`config.mk`:
```
export PLATFORM = sky130hd
export DESIGN_NAME = dsp_adpcm_decoder_core
export DESIGN_NICKNAME = d
export VERILOG_FILES = /design/src/rtl/core/adpcm_pkg.sv /design/src/rtl/core/adpcm_ram.sv /design/src/rtl/core/adpcm_front.sv /design/src/rtl/core/adpcm_queue.sv /design/src/rtl/core/adpcm_back.sv /design/src/rtl/core/dsp_adpcm_decoder_core.sv
export SDC_FILE = /design/constraint.sdc
export NUM_CORES = 2
export LEC_CHECK = 0
export ABC_CLOCK_PERIOD_IN_PS = 9630
export BUFFER_PORTS_ARGS = -buffer_cell sky130_fd_sc_hd__buf_4
export CORE_MARGIN = 1.5
export CORE_UTILIZATION = 45
export DETAILED_ROUTE_END_ITERATION = 12
export PLACE_DENSITY = 0.68
export SETUP_SLACK_MARGIN = 0.5
export SLEW_MARGIN = 20
export SYNTH_ARGS = -nofsm -noshare
export SYNTH_HDL_FRONTEND = slang
export SYNTH_SLANG_ARGS = --single-unit
```
`constraint.sdc`:
```
create_clock -name clk -period 9.63 [get_ports clk]
set_input_delay 0.963 -clock clk [delete_from_list [all_inputs] [get_ports clk]]
set_output_delay 0.963 -clock clk [all_outputs]
set_load 0.03 [all_outputs]
```
`src/rtl/core/adpcm_pkg.sv`:
```
// Shared constants, command types and helpers for the DSP ADPCM decoder core.
// Used by adpcm_front, adpcm_queue, adpcm_back and dsp_adpcm_decoder_core.
// No dependencies.
package adpcm_pkg;

  // Channels held on chip (coefficient tables, history, sample counts).
  localparam int CHANNELS = 2;
  localparam int CH_W = (CHANNELS > 1) ? $clog2(CHANNELS) : 1;
  localparam logic [3:0] CH_LIMIT = 4'(CHANNELS);

  // Coefficients are kept as two banks: even slots (c1) and odd slots (c2).
  localparam int COEF_DEPTH = CHANNELS * 8;
  localparam int COEF_AW = $clog2(COEF_DEPTH);

  // Command queue between front and back.
  localparam int QUEUE_DEPTH = 4;
  localparam int QAW = $clog2(QUEUE_DEPTH);

  // Stream word widths.
  localparam int IN_DATA_W = 96;
  localparam int OUT_DATA_W = 24;

  // Frame layout and fixed-point scaling.
  localparam int FRAME_BYTES = 8;
  localparam logic [2:0] LAST_POS = 3'(FRAME_BYTES - 1);
  localparam int FRAC_BITS = 11;
  localparam int ROUND_HALF = 1024;
  localparam logic signed [15:0] PCM_MAX = 16'sh7FFF;
  localparam logic signed [15:0] PCM_MIN = -16'sh8000;

  // Input op codes.
  localparam logic [1:0] OP_COEF = 2'd0;
  localparam logic [1:0] OP_START = 2'd1;
  localparam logic [1:0] OP_DATA = 2'd2;

  typedef logic [CH_W-1:0] chan_t;

  typedef enum logic [1:0] {
    CMD_COEF  = 2'd0,
    CMD_START = 2'd1,
    CMD_DATA  = 2'd2
  } cmd_kind_t;

  // One queued command. Loads use slot/v0/v1/count, data bytes use pred/shift/data.
  typedef struct packed {
    cmd_kind_t   kind;
    chan_t       ch;
    logic [3:0]  slot;
    logic [15:0] v0;
    logic [15:0] v1;
    logic [31:0] count;
    logic [2:0]  pred;
    logic [3:0]  shift;
    logic [7:0]  data;
  } cmd_t;

  function automatic logic [COEF_AW-1:0] coef_addr(chan_t ch, logic [2:0] pair);
    logic [CH_W+2:0] full;
    full = {ch, pair};
    return full[COEF_AW-1:0];
  endfunction

endpackage

```
`src/rtl/core/adpcm_ram.sv`:
```
// Generic single-write, single-read RAM with registered read data.
// No dependencies.
module adpcm_ram #(
  parameter int WIDTH = 16,
  parameter int DEPTH = 16
) (
  input  logic                     clk,
  input  logic                     we,
  input  logic [$clog2(DEPTH)-1:0] waddr,
  input  logic [WIDTH-1:0]         wdata,
  input  logic [$clog2(DEPTH)-1:0] raddr,
  output logic [WIDTH-1:0]         rdata
);

  logic [WIDTH-1:0] mem [DEPTH];

  always_ff @(posedge clk) begin
    if (we) begin
      mem[waddr] <= wdata;
    end
    rdata <= mem[raddr];
  end

endmodule

```
`src/rtl/core/adpcm_front.sv`:
```
// Front end: takes input words, tracks frame position and channel, turns
// loads and data bytes into queued commands. Depends on adpcm_pkg.
module adpcm_front import adpcm_pkg::*; (
  input  logic                 clk,
  input  logic                 rst,
  input  logic                 cfg_valid,
  input  logic [3:0]           cfg_data,
  input  logic                 in_valid,
  output logic                 in_ready,
  input  logic [IN_DATA_W-1:0] in_data,
  input  logic [1:0]           in_op,
  input  logic                 q_full,
  output logic                 push,
  output cmd_t                 cmd
);

  logic [3:0] chan_count;
  logic [2:0] byte_pos;
  chan_t      cur_ch;
  logic [2:0] frame_pred;
  logic [3:0] frame_shift;

  logic        accept;
  logic [2:0]  f_channel;
  logic [3:0]  f_coef_index;
  logic [15:0] f_coef_value;
  logic [15:0] f_start_first;
  logic [15:0] f_start_second;
  logic [31:0] f_emit_count;
  logic [7:0]  f_data_byte;
  logic        chan_ok;
  logic [3:0]  active;
  logic [3:0]  ch_step;

  assign f_channel      = in_data[2:0];
  assign f_coef_index   = in_data[6:3];
  assign f_coef_value   = in_data[22:7];
  assign f_start_first  = in_data[38:23];
  assign f_start_second = in_data[54:39];
  assign f_emit_count   = in_data[86:55];
  assign f_data_byte    = in_data[94:87];

  assign in_ready = !q_full;
  assign accept   = in_valid && !q_full;
  assign chan_ok  = 4'(f_channel) < CH_LIMIT;
  assign ch_step  = 4'(cur_ch) + 4'd1;

  always_comb begin
    priority if (chan_count == 4'd0) begin
      active = 4'd1;
    end else if (chan_count > CH_LIMIT) begin
      active = CH_LIMIT;
    end else begin
      active = chan_count;
    end
  end

  always_comb begin
    cmd.kind  = CMD_DATA;
    cmd.ch    = cur_ch;
    cmd.slot  = f_coef_index;
    cmd.v0    = (in_op == OP_COEF) ? f_coef_value : f_start_first;
    cmd.v1    = f_start_second;
    cmd.count = f_emit_count;
    cmd.pred  = frame_pred;
    cmd.shift = frame_shift;
    cmd.data  = f_data_byte;
    push      = 1'b0;
    unique case (in_op)
      OP_COEF: begin
        cmd.kind = CMD_COEF;
        cmd.ch   = f_channel[CH_W-1:0];
        push     = accept && chan_ok;
      end
      OP_START: begin
        cmd.kind = CMD_START;
        cmd.ch   = f_channel[CH_W-1:0];
        push     = accept && chan_ok;
      end
      OP_DATA: begin
        // header byte stays here, data bytes go to the back end
        push = accept && (byte_pos != 3'd0);
      end
      default: begin
        push = 1'b0;
      end
    endcase
  end

  always_ff @(posedge clk) begin
    if (rst) begin
      chan_count  <= 4'd1;
      byte_pos    <= 3'd0;
      cur_ch      <= '0;
      frame_pred  <= 3'd0;
      frame_shift <= 4'd0;
    end else begin
      if (cfg_valid) begin
        chan_count <= cfg_data;
      end
      if (accept && in_op == OP_DATA) begin
        if (byte_pos == 3'd0) begin
          frame_pred  <= f_data_byte[6:4];
          frame_shift <= f_data_byte[3:0];
        end
        if (byte_pos == LAST_POS) begin
          byte_pos <= 3'd0;
          cur_ch   <= (ch_step >= active) ? '0 : ch_step[CH_W-1:0];
        end else begin
          byte_pos <= byte_pos + 3'd1;
        end
      end
    end
  end

endmodule

```
`src/rtl/core/adpcm_queue.sv`:
```
// Short command queue between the front end and the back end.
// Depends on adpcm_pkg.
module adpcm_queue import adpcm_pkg::*; (
  input  logic clk,
  input  logic rst,
  input  logic push,
  input  cmd_t push_cmd,
  input  logic pop,
  output cmd_t head,
  output logic full,
  output logic empty
);

  cmd_t           entries [QUEUE_DEPTH];
  logic [QAW-1:0] wr_ptr;
  logic [QAW-1:0] rd_ptr;
  logic [QAW:0]   fill;

  assign full  = fill == (QAW+1)'(QUEUE_DEPTH);
  assign empty = fill == '0;
  assign head  = entries[rd_ptr];

  always_ff @(posedge clk) begin
    if (push) begin
      entries[wr_ptr] <= push_cmd;
    end
  end

  always_ff @(posedge clk) begin
    if (rst) begin
      wr_ptr <= '0;
      rd_ptr <= '0;
      fill   <= '0;
    end else begin
      if (push) begin
        wr_ptr <= wr_ptr + 1'b1;
      end
      if (pop) begin
        rd_ptr <= rd_ptr + 1'b1;
      end
      unique case ({push, pop})
        2'b10:   fill <= fill + 1'b1;
        2'b01:   fill <= fill - 1'b1;
        default: fill <= fill;
      endcase
    end
  end

endmodule

```
`src/rtl/core/adpcm_back.sv`:
```
// Back end: executes queued commands, holds coefficients, history and sample
// counts, runs the two dependent predictions of a byte and drives the output
// register. Depends on adpcm_pkg and adpcm_ram.
module adpcm_back import adpcm_pkg::*; (
  input  logic        clk,
  input  logic        rst,
  input  cmd_t        head,
  input  logic        q_empty,
  output logic        pop,
  output logic        out_valid,
  input  logic        out_ready,
  output logic [15:0] out_sample,
  output logic [2:0]  out_chan,
  output logic        out_last
);

  typedef enum logic [4:0] {
    B_IDLE = 5'b00001,
    B_MUL0 = 5'b00010,
    B_ADD0 = 5'b00100,
    B_MUL1 = 5'b01000,
    B_ADD1 = 5'b10000
  } back_state_t;

  back_state_t state;
  back_state_t state_next;

  logic signed [15:0] hist_first  [CHANNELS];
  logic signed [15:0] hist_second [CHANNELS];
  logic [31:0]        samples_left [CHANNELS];

  chan_t              act_ch;
  logic [7:0]         act_data;
  logic [3:0]         act_shift;
  logic               act_emit1;
  logic signed [15:0] c1_r;
  logic signed [15:0] c2_r;
  logic signed [31:0] p1;
  logic signed [31:0] p2;
  logic signed [30:0] term_r;

  logic [15:0]        rd_even;
  logic [15:0]        rd_odd;
  logic               we_even;
  logic               we_odd;
  logic [COEF_AW-1:0] waddr;
  logic [COEF_AW-1:0] raddr;

  logic               out_free;
  logic               advance;
  logic               head_live;
  logic [3:0]         nib;
  logic signed [19:0] nib_sh;
  logic signed [30:0] term;
  logic signed [15:0] c1;
  logic signed [15:0] c2;
  logic signed [33:0] sum;
  logic signed [22:0] quot;
  logic signed [15:0] sat;

  assign pop       = (state == B_IDLE) && !q_empty;
  assign head_live = samples_left[head.ch] != 32'd0;
  assign out_free  = !out_valid || out_ready;
  assign advance   = out_free;

  assign waddr   = coef_addr(head.ch, head.slot[3:1]);
  assign raddr   = coef_addr(head.ch, head.pred);
  assign we_even = pop && head.kind == CMD_COEF && !head.slot[0];
  assign we_odd  = pop && head.kind == CMD_COEF && head.slot[0];

  adpcm_ram #(.WIDTH(16), .DEPTH(COEF_DEPTH)) u_coef_even (
    .clk   (clk),
    .we    (we_even),
    .waddr (waddr),
    .wdata (head.v0),
    .raddr (raddr),
    .rdata (rd_even)
  );

  adpcm_ram #(.WIDTH(16), .DEPTH(COEF_DEPTH)) u_coef_odd (
    .clk   (clk),
    .we    (we_odd),
    .waddr (waddr),
    .wdata (head.v0),
    .raddr (raddr),
    .rdata (rd_odd)
  );

  // Multiply stage operands: fresh RAM data on the first sample, held copy after.
  always_comb begin
    nib    = (state == B_MUL0) ? act_data[7:4] : act_data[3:0];
    c1     = (state == B_MUL0) ? $signed(rd_even) : c1_r;
    c2     = (state == B_MUL0) ? $signed(rd_odd) : c2_r;
    nib_sh = $signed({{16{nib[3]}}, nib}) <<< act_shift;
    term   = $signed({nib_sh, 11'b0}) + 31'(ROUND_HALF);
  end

  // Add stage: floor divide by 2048, then clamp to 16 bits.
  always_comb begin
    sum  = 34'(term_r) + 34'(p1) + 34'(p2);
    quot = sum[33:FRAC_BITS];
    priority if (quot > 23'(PCM_MAX)) begin
      sat = PCM_MAX;
    end else if (quot < 23'(PCM_MIN)) begin
      sat = PCM_MIN;
    end else begin
      sat = quot[15:0];
    end
  end

  always_comb begin
    state_next = state;
    unique case (state)
      B_IDLE: begin
        if (pop && head.kind == CMD_DATA && head_live) begin
          state_next = B_MUL0;
        end
      end
      B_MUL0: state_next = B_ADD0;
      B_ADD0: begin
        if (advance) begin
          state_next = act_emit1 ? B_MUL1 : B_IDLE;
        end
      end
      B_MUL1: state_next = B_ADD1;
      B_ADD1: begin
        if (advance) begin
          state_next = B_IDLE;
        end
      end
      default: state_next = B_IDLE;
    endcase
  end

  always_ff @(posedge clk) begin
    if (rst) begin
      state     <= B_IDLE;
      out_valid <= 1'b0;
      for (int i = 0; i < CHANNELS; i++) begin
        hist_first[i]   <= '0;
        hist_second[i]  <= '0;
        samples_left[i] <= '0;
      end
    end else begin
      state <= state_next;
      if (pop && head.kind == CMD_START) begin
        hist_first[head.ch]   <= $signed(head.v0);
        hist_second[head.ch]  <= $signed(head.v1);
        samples_left[head.ch] <= head.count;
      end
      if ((state == B_ADD0 || state == B_ADD1) && advance) begin
        hist_second[act_ch]  <= hist_first[act_ch];
        hist_first[act_ch]   <= sat;
        samples_left[act_ch] <= samples_left[act_ch] - 32'd1;
        out_valid            <= 1'b1;
      end else if (out_ready) begin
        out_valid <= 1'b0;
      end
    end
  end

  always_ff @(posedge clk) begin
    if (pop) begin
      act_ch    <= head.ch;
      act_data  <= head.data;
      act_shift <= head.shift;
      act_emit1 <= samples_left[head.ch][31:1] != 31'd0;
    end
    if (state == B_MUL0) begin
      c1_r <= c1;
      c2_r <= c2;
    end
    if (state == B_MUL0 || state == B_MUL1) begin
      p1     <= c1 * hist_first[act_ch];
      p2     <= c2 * hist_second[act_ch];
      term_r <= term;
    end
    if ((state == B_ADD0 || state == B_ADD1) && advance) begin
      out_sample <= sat;
      out_chan   <= 3'(act_ch);
      out_last   <= (state == B_ADD1) || !act_emit1;
    end
  end

endmodule

```
`src/rtl/core/dsp_adpcm_decoder_core.sv`:
```
// Top level of the DSP ADPCM decoder core: front end, command queue, back end.
// Depends on adpcm_pkg, adpcm_front, adpcm_queue, adpcm_back (and adpcm_ram).
//
//  Channel   Dir  Handshake              Payload
//  cfg       in   cfg_valid/cfg_ready    cfg_data = channel_count
//  s_axis    in   s_axis_tvalid/tready   tdata = load/data fields, tuser = op
//  m_axis    out  m_axis_tvalid/tready   tdata = sample, channel; tlast = last
//
// The front end takes one input word per cycle while the command queue has room;
// header bytes, out-of-range loads and unused ops never reach the queue.
// The back end takes loads and data bytes with no sample left from the queue
// while idle; a data byte runs one prediction per sample left, at most two, each
// a multiply state then an add/clamp state, and the second prediction waits for
// the first (history feedback).
// Reset clears history, sample counts and frame position; coefficients are
// undefined until loaded. A stalled output holds the back end; the queue then
// fills up to four commands and s_axis_tready drops until the output moves.
module dsp_adpcm_decoder_core import adpcm_pkg::*; (
  input  logic                  clk,
  input  logic                  rst,
  // channel_count register
  input  logic                  cfg_valid,
  output logic                  cfg_ready,
  input  logic [3:0]            cfg_data,
  // input stream
  input  logic                  s_axis_tvalid,
  output logic                  s_axis_tready,
  // [2:0] channel, [6:3] coef_index, [22:7] coef_value, [38:23] start_first,
  // [54:39] start_second, [86:55] emit_count, [94:87] data_byte, [95] zero
  input  logic [IN_DATA_W-1:0]  s_axis_tdata,
  // [1:0] op
  input  logic [1:0]            s_axis_tuser,
  // output stream
  output logic                  m_axis_tvalid,
  input  logic                  m_axis_tready,
  // [15:0] pcm_sample, [18:16] sample_channel, [23:19] zero
  output logic [OUT_DATA_W-1:0] m_axis_tdata,
  output logic                  m_axis_tlast
);

  logic        q_push;
  cmd_t        q_in;
  logic        q_pop;
  cmd_t        q_head;
  logic        q_full;
  logic        q_empty;
  logic [15:0] pcm;
  logic [2:0]  pcm_chan;

  // register writes are always taken
  assign cfg_ready = 1'b1;

  adpcm_front u_front (
    .clk       (clk),
    .rst       (rst),
    .cfg_valid (cfg_valid),
    .cfg_data  (cfg_data),
    .in_valid  (s_axis_tvalid),
    .in_ready  (s_axis_tready),
    .in_data   (s_axis_tdata),
    .in_op     (s_axis_tuser),
    .q_full    (q_full),
    .push      (q_push),
    .cmd       (q_in)
  );

  adpcm_queue u_queue (
    .clk      (clk),
    .rst      (rst),
    .push     (q_push),
    .push_cmd (q_in),
    .pop      (q_pop),
    .head     (q_head),
    .full     (q_full),
    .empty    (q_empty)
  );

  adpcm_back u_back (
    .clk        (clk),
    .rst        (rst),
    .head       (q_head),
    .q_empty    (q_empty),
    .pop        (q_pop),
    .out_valid  (m_axis_tvalid),
    .out_ready  (m_axis_tready),
    .out_sample (pcm),
    .out_chan   (pcm_chan),
    .out_last   (m_axis_tlast)
  );

  // pack the output word, pad to whole bytes
  assign m_axis_tdata = {5'd0, pcm_chan, pcm};

endmodule
```
==> metrics.txt <==
status=completed; Syn Area/Cell=about 14 µm²; Yosys warnings=0; DR iter-0 viols=3349; initial antenna violation count=1; Worst path most repeated cell=fa_1; setup ws final=around 1.4 ns; crit path max-delay cell type=fa_1; EDFF count, synth=1131; detailed placement HPWL=108000 µm; I/O pins=135; Worst Reg-to-Reg Cells=29; worst setup path startpoint=u_back.state[2]$_SDFFE_PP0P_; Hold Fails Final Rpt=0; unrepaired setup endpoints after global routing=no; worst r2r dst=u_back.p1[31]$_DFFE_PP_; vias in the first global route=38800; Hold Path Class=input pin to register; CTS tree=built; Via density=5.48; CP peak stage delay=0.52 ns; RD Place Congestion=0.920; period utilization=85.3%; critical path class=register to register; post-synthesis cell area=67000 µm²; CTS buffer count=~120; Fmax achieved=about 0.12 GHz; Yosys cell types=75; largest net degree at the start of global routing=75; DRC viols=0; Horiz. Die Dim=389 µm; Synth async-reset ratio=0%; fin. max-slew vios=0; via count=roughly 38000; CTS resizes=0; Yosys top cell area share=50.7%; Post-Syn Instances=4734; WL per Instance=22.0 µm; Post-CTS Hold Fix Bufs=0; postcts setup bufs=0; area leader, netlist=edfxtp_1; clock sink count=1193; router iterations before antenna repair=5; Non-Filler Instances=6953; Reg area=between 30000 and 40000 µm²; H-tree levels=3; n_diodes=0; Die H=389 µm; die footprint=151000 µm²; initial core utilization=45.3%; WL final=153000 µm; Slew HR=18.8%; placed insts=6727; Worst EP required=10.08 ns; Max FO, Critical Path=30; minimum clock period=a little over 8 ns; top_reg_cell synth=edfxtp_1; crit path DAT=8.66 ns; worst hold path stage count=1; Synth Register Bits=1193; Setup crit end kind=register; Fin Setup TNS=0 ns; pin slew with the least headroom to its limit=between 1 and 1.5 ns; Worst-path clk slew=about 0.060 ns; Place WS=about 1.5 ns; GRT Util Overall=roughly a fifth; Area contributors post-synth=edfxtp_1 (51%), fa_1 (16%), mux4_2 (8.3%); final setup fails=0; post-route ant nets=0; maxcap violations=0; hold path startpoint=s_axis_tdata[64]; fraction of layout cells with a size suffix above 1=about 15%; area of the multi-input gates=28800 µm²; clk_lat worst skew=0.75 ns; Seq/Total Area, Yosys=52.5%; CP startpoint kind=register; clock buffer depth=3; Post-synth top cells=edfxtp_1 (1131), inv_1 (628), fa_1 (546); Worst Hold End=u_queue.entries[3][24]$_DFFE_PP_; clock skew=just under 0.08 ns; grt total ovfl=0; reg2reg setup slack=1.42 ns; net count reported at finish=5787; clk root buf=clkbuf_16; PortBufs=124; Layout area overhead=11.3%; Filler cells=~12000; row cnt=141; Core Footprint=~150000 µm²; count leader, synth=edfxtp_1; Worst R2R Start=u_back.state[2]$_SDFFE_PP0P_; first-pass GRT wire length=234000 µm
[registers in the layout (all words and copies together), names as in the netlist, 16 cells and up, named ones only]
name and flops:
u_back.c1_r 16, u_back.c2_r 16, u_back.hist_first 32, u_back.hist_second 32
u_back.out_sample 16, u_back.p1 32, u_back.p2 32, u_back.samples_left 64
u_back.term_r 19, u_back.u_coef_even.mem 256, u_back.u_coef_even.rdata 16, u_back.u_coef_odd.mem 256
u_back.u_coef_odd.rdata 16, u_queue.entries 344
[metal layers]
metal / vias up / track usage, % / wire length [µm]
met1: 19600 / 29.3 / 66000
met3: 192 / 3.96 / 12800
met2: 1507 / 31.8 / 70400
li1: 16900 / - / -
met5: - / 0 / 0
met4: 0 / 5.19 / 3520
[worst max path at each step]
stage | endpoint | slack (ns) | cells past startpoint
floorplan | u_back.p2[31]$_DFFE_PP_ | 1.30 | 30
global placement | u_back.p1[31]$_DFFE_PP_ | 1.62 | 25
detailed placement | u_back.p1[31]$_DFFE_PP_ | 1.50 | 29
CTS | u_back.p1[31]$_DFFE_PP_ | 1.41 | 29
global route | u_back.p1[31]$_DFFE_PP_ | 0.94 | 29
finish | u_back.p1[31]$_DFFE_PP_ | 1.42 | 29
[worst max-delay path, delay by kind of cell, from the launching register on]
kind                     cells  cell delay (ns)
AO/OA/AOI/OAI               10             2.16
buffers and inverters        6             0.90
flip-flops                   1             0.39
multiplexers                 1             0.21
adder cells (fa/ha/maj)      7             3.24
AND/OR/NAND/NOR              4             0.86
XOR/XNOR                     1             0.08
[logic make-up (layout without fill, tap and decap cells)]
logic type,Yosys count,after routing,share of synthesized area [%]
adders and majority gates,762,762,20.3
AOI/OAI and AO/OA,390,390,3.56
other,2,8,0.0112
DFF,1193,1193,52.5
muxes,402,402,10.7
buffers and inverters,820,1103,4.67
and+or+nand+nor,1038,1038,6.59
xor gates and xnor gates,127,127,1.66
[through the flow]
stage,instance area (µm²),util (%),hold WS [ns]
floorplan,67100,-,0.437
global placement,70600,47.8,0.449
detailed placement,70600,47.8,0.464
CTS,74600,50.4,0.348
global route,74600,50.5,0.365
finish,74600,50.5,0.404
[cell type report]
| class | instances | share of cell area, % |
|---|---|---|
| inverter | 642 | 3.23 |
| tap | 1930 | 3.24 |
| clock inverter | 79 | 1.13 |
| timing repair buffer | 236 | 2.42 |
| multi-input combinational | 2727 | 38.7 |
| clock buffer | 146 | 4.14 |
| sequential | 1193 | 47.2 |
[layout by cell type, fill, tap and decap left out, types with 10 or more instances in the layout]
cell | netlist | final
o21bai_1 | 18 | 18
a31oi_1 | 13 | 13
or2_2 | 15 | 14
dfxtp_1 | 62 | 59
mux2i_1 | 115 | 110
fa_1 | 546 | 546
nor2_1 | 535 | 528
xnor2_1 | 86 | 86
mux2_2 | 41 | 41
edfxtp_1 | 1131 | 1131
a211oi_1 | 13 | 13
ha_1 | 216 | 216
nor3_1 | 33 | 33
xor2_1 | 41 | 41
clkbuf_16 | 0 | 118
inv_6 | 0 | 10
clkinv_2 | 0 | 28
nand4_1 | 12 | 12
nor2b_1 | 15 | 15
clkbuf_1 | 123 | 25
nand3_1 | 26 | 26
nor4_1 | 16 | 15
o21a_1 | 14 | 14
mux4_2 | 246 | 244
clkinv_1 | 13 | 31
nand2_1 | 288 | 287
o21ai_0 | 53 | 53
a21oi_1 | 176 | 176
a21o_1 | 44 | 44
nand2b_1 | 42 | 39
inv_1 | 628 | 628
and2_1 | 14 | 11
buf_4 | 8 | 234
bufinv_16 | 0 | 12
Power is left out: the tool's default activity adds up to more than one toggle a clock period on the data nets, which glitch-free logic cannot reach.
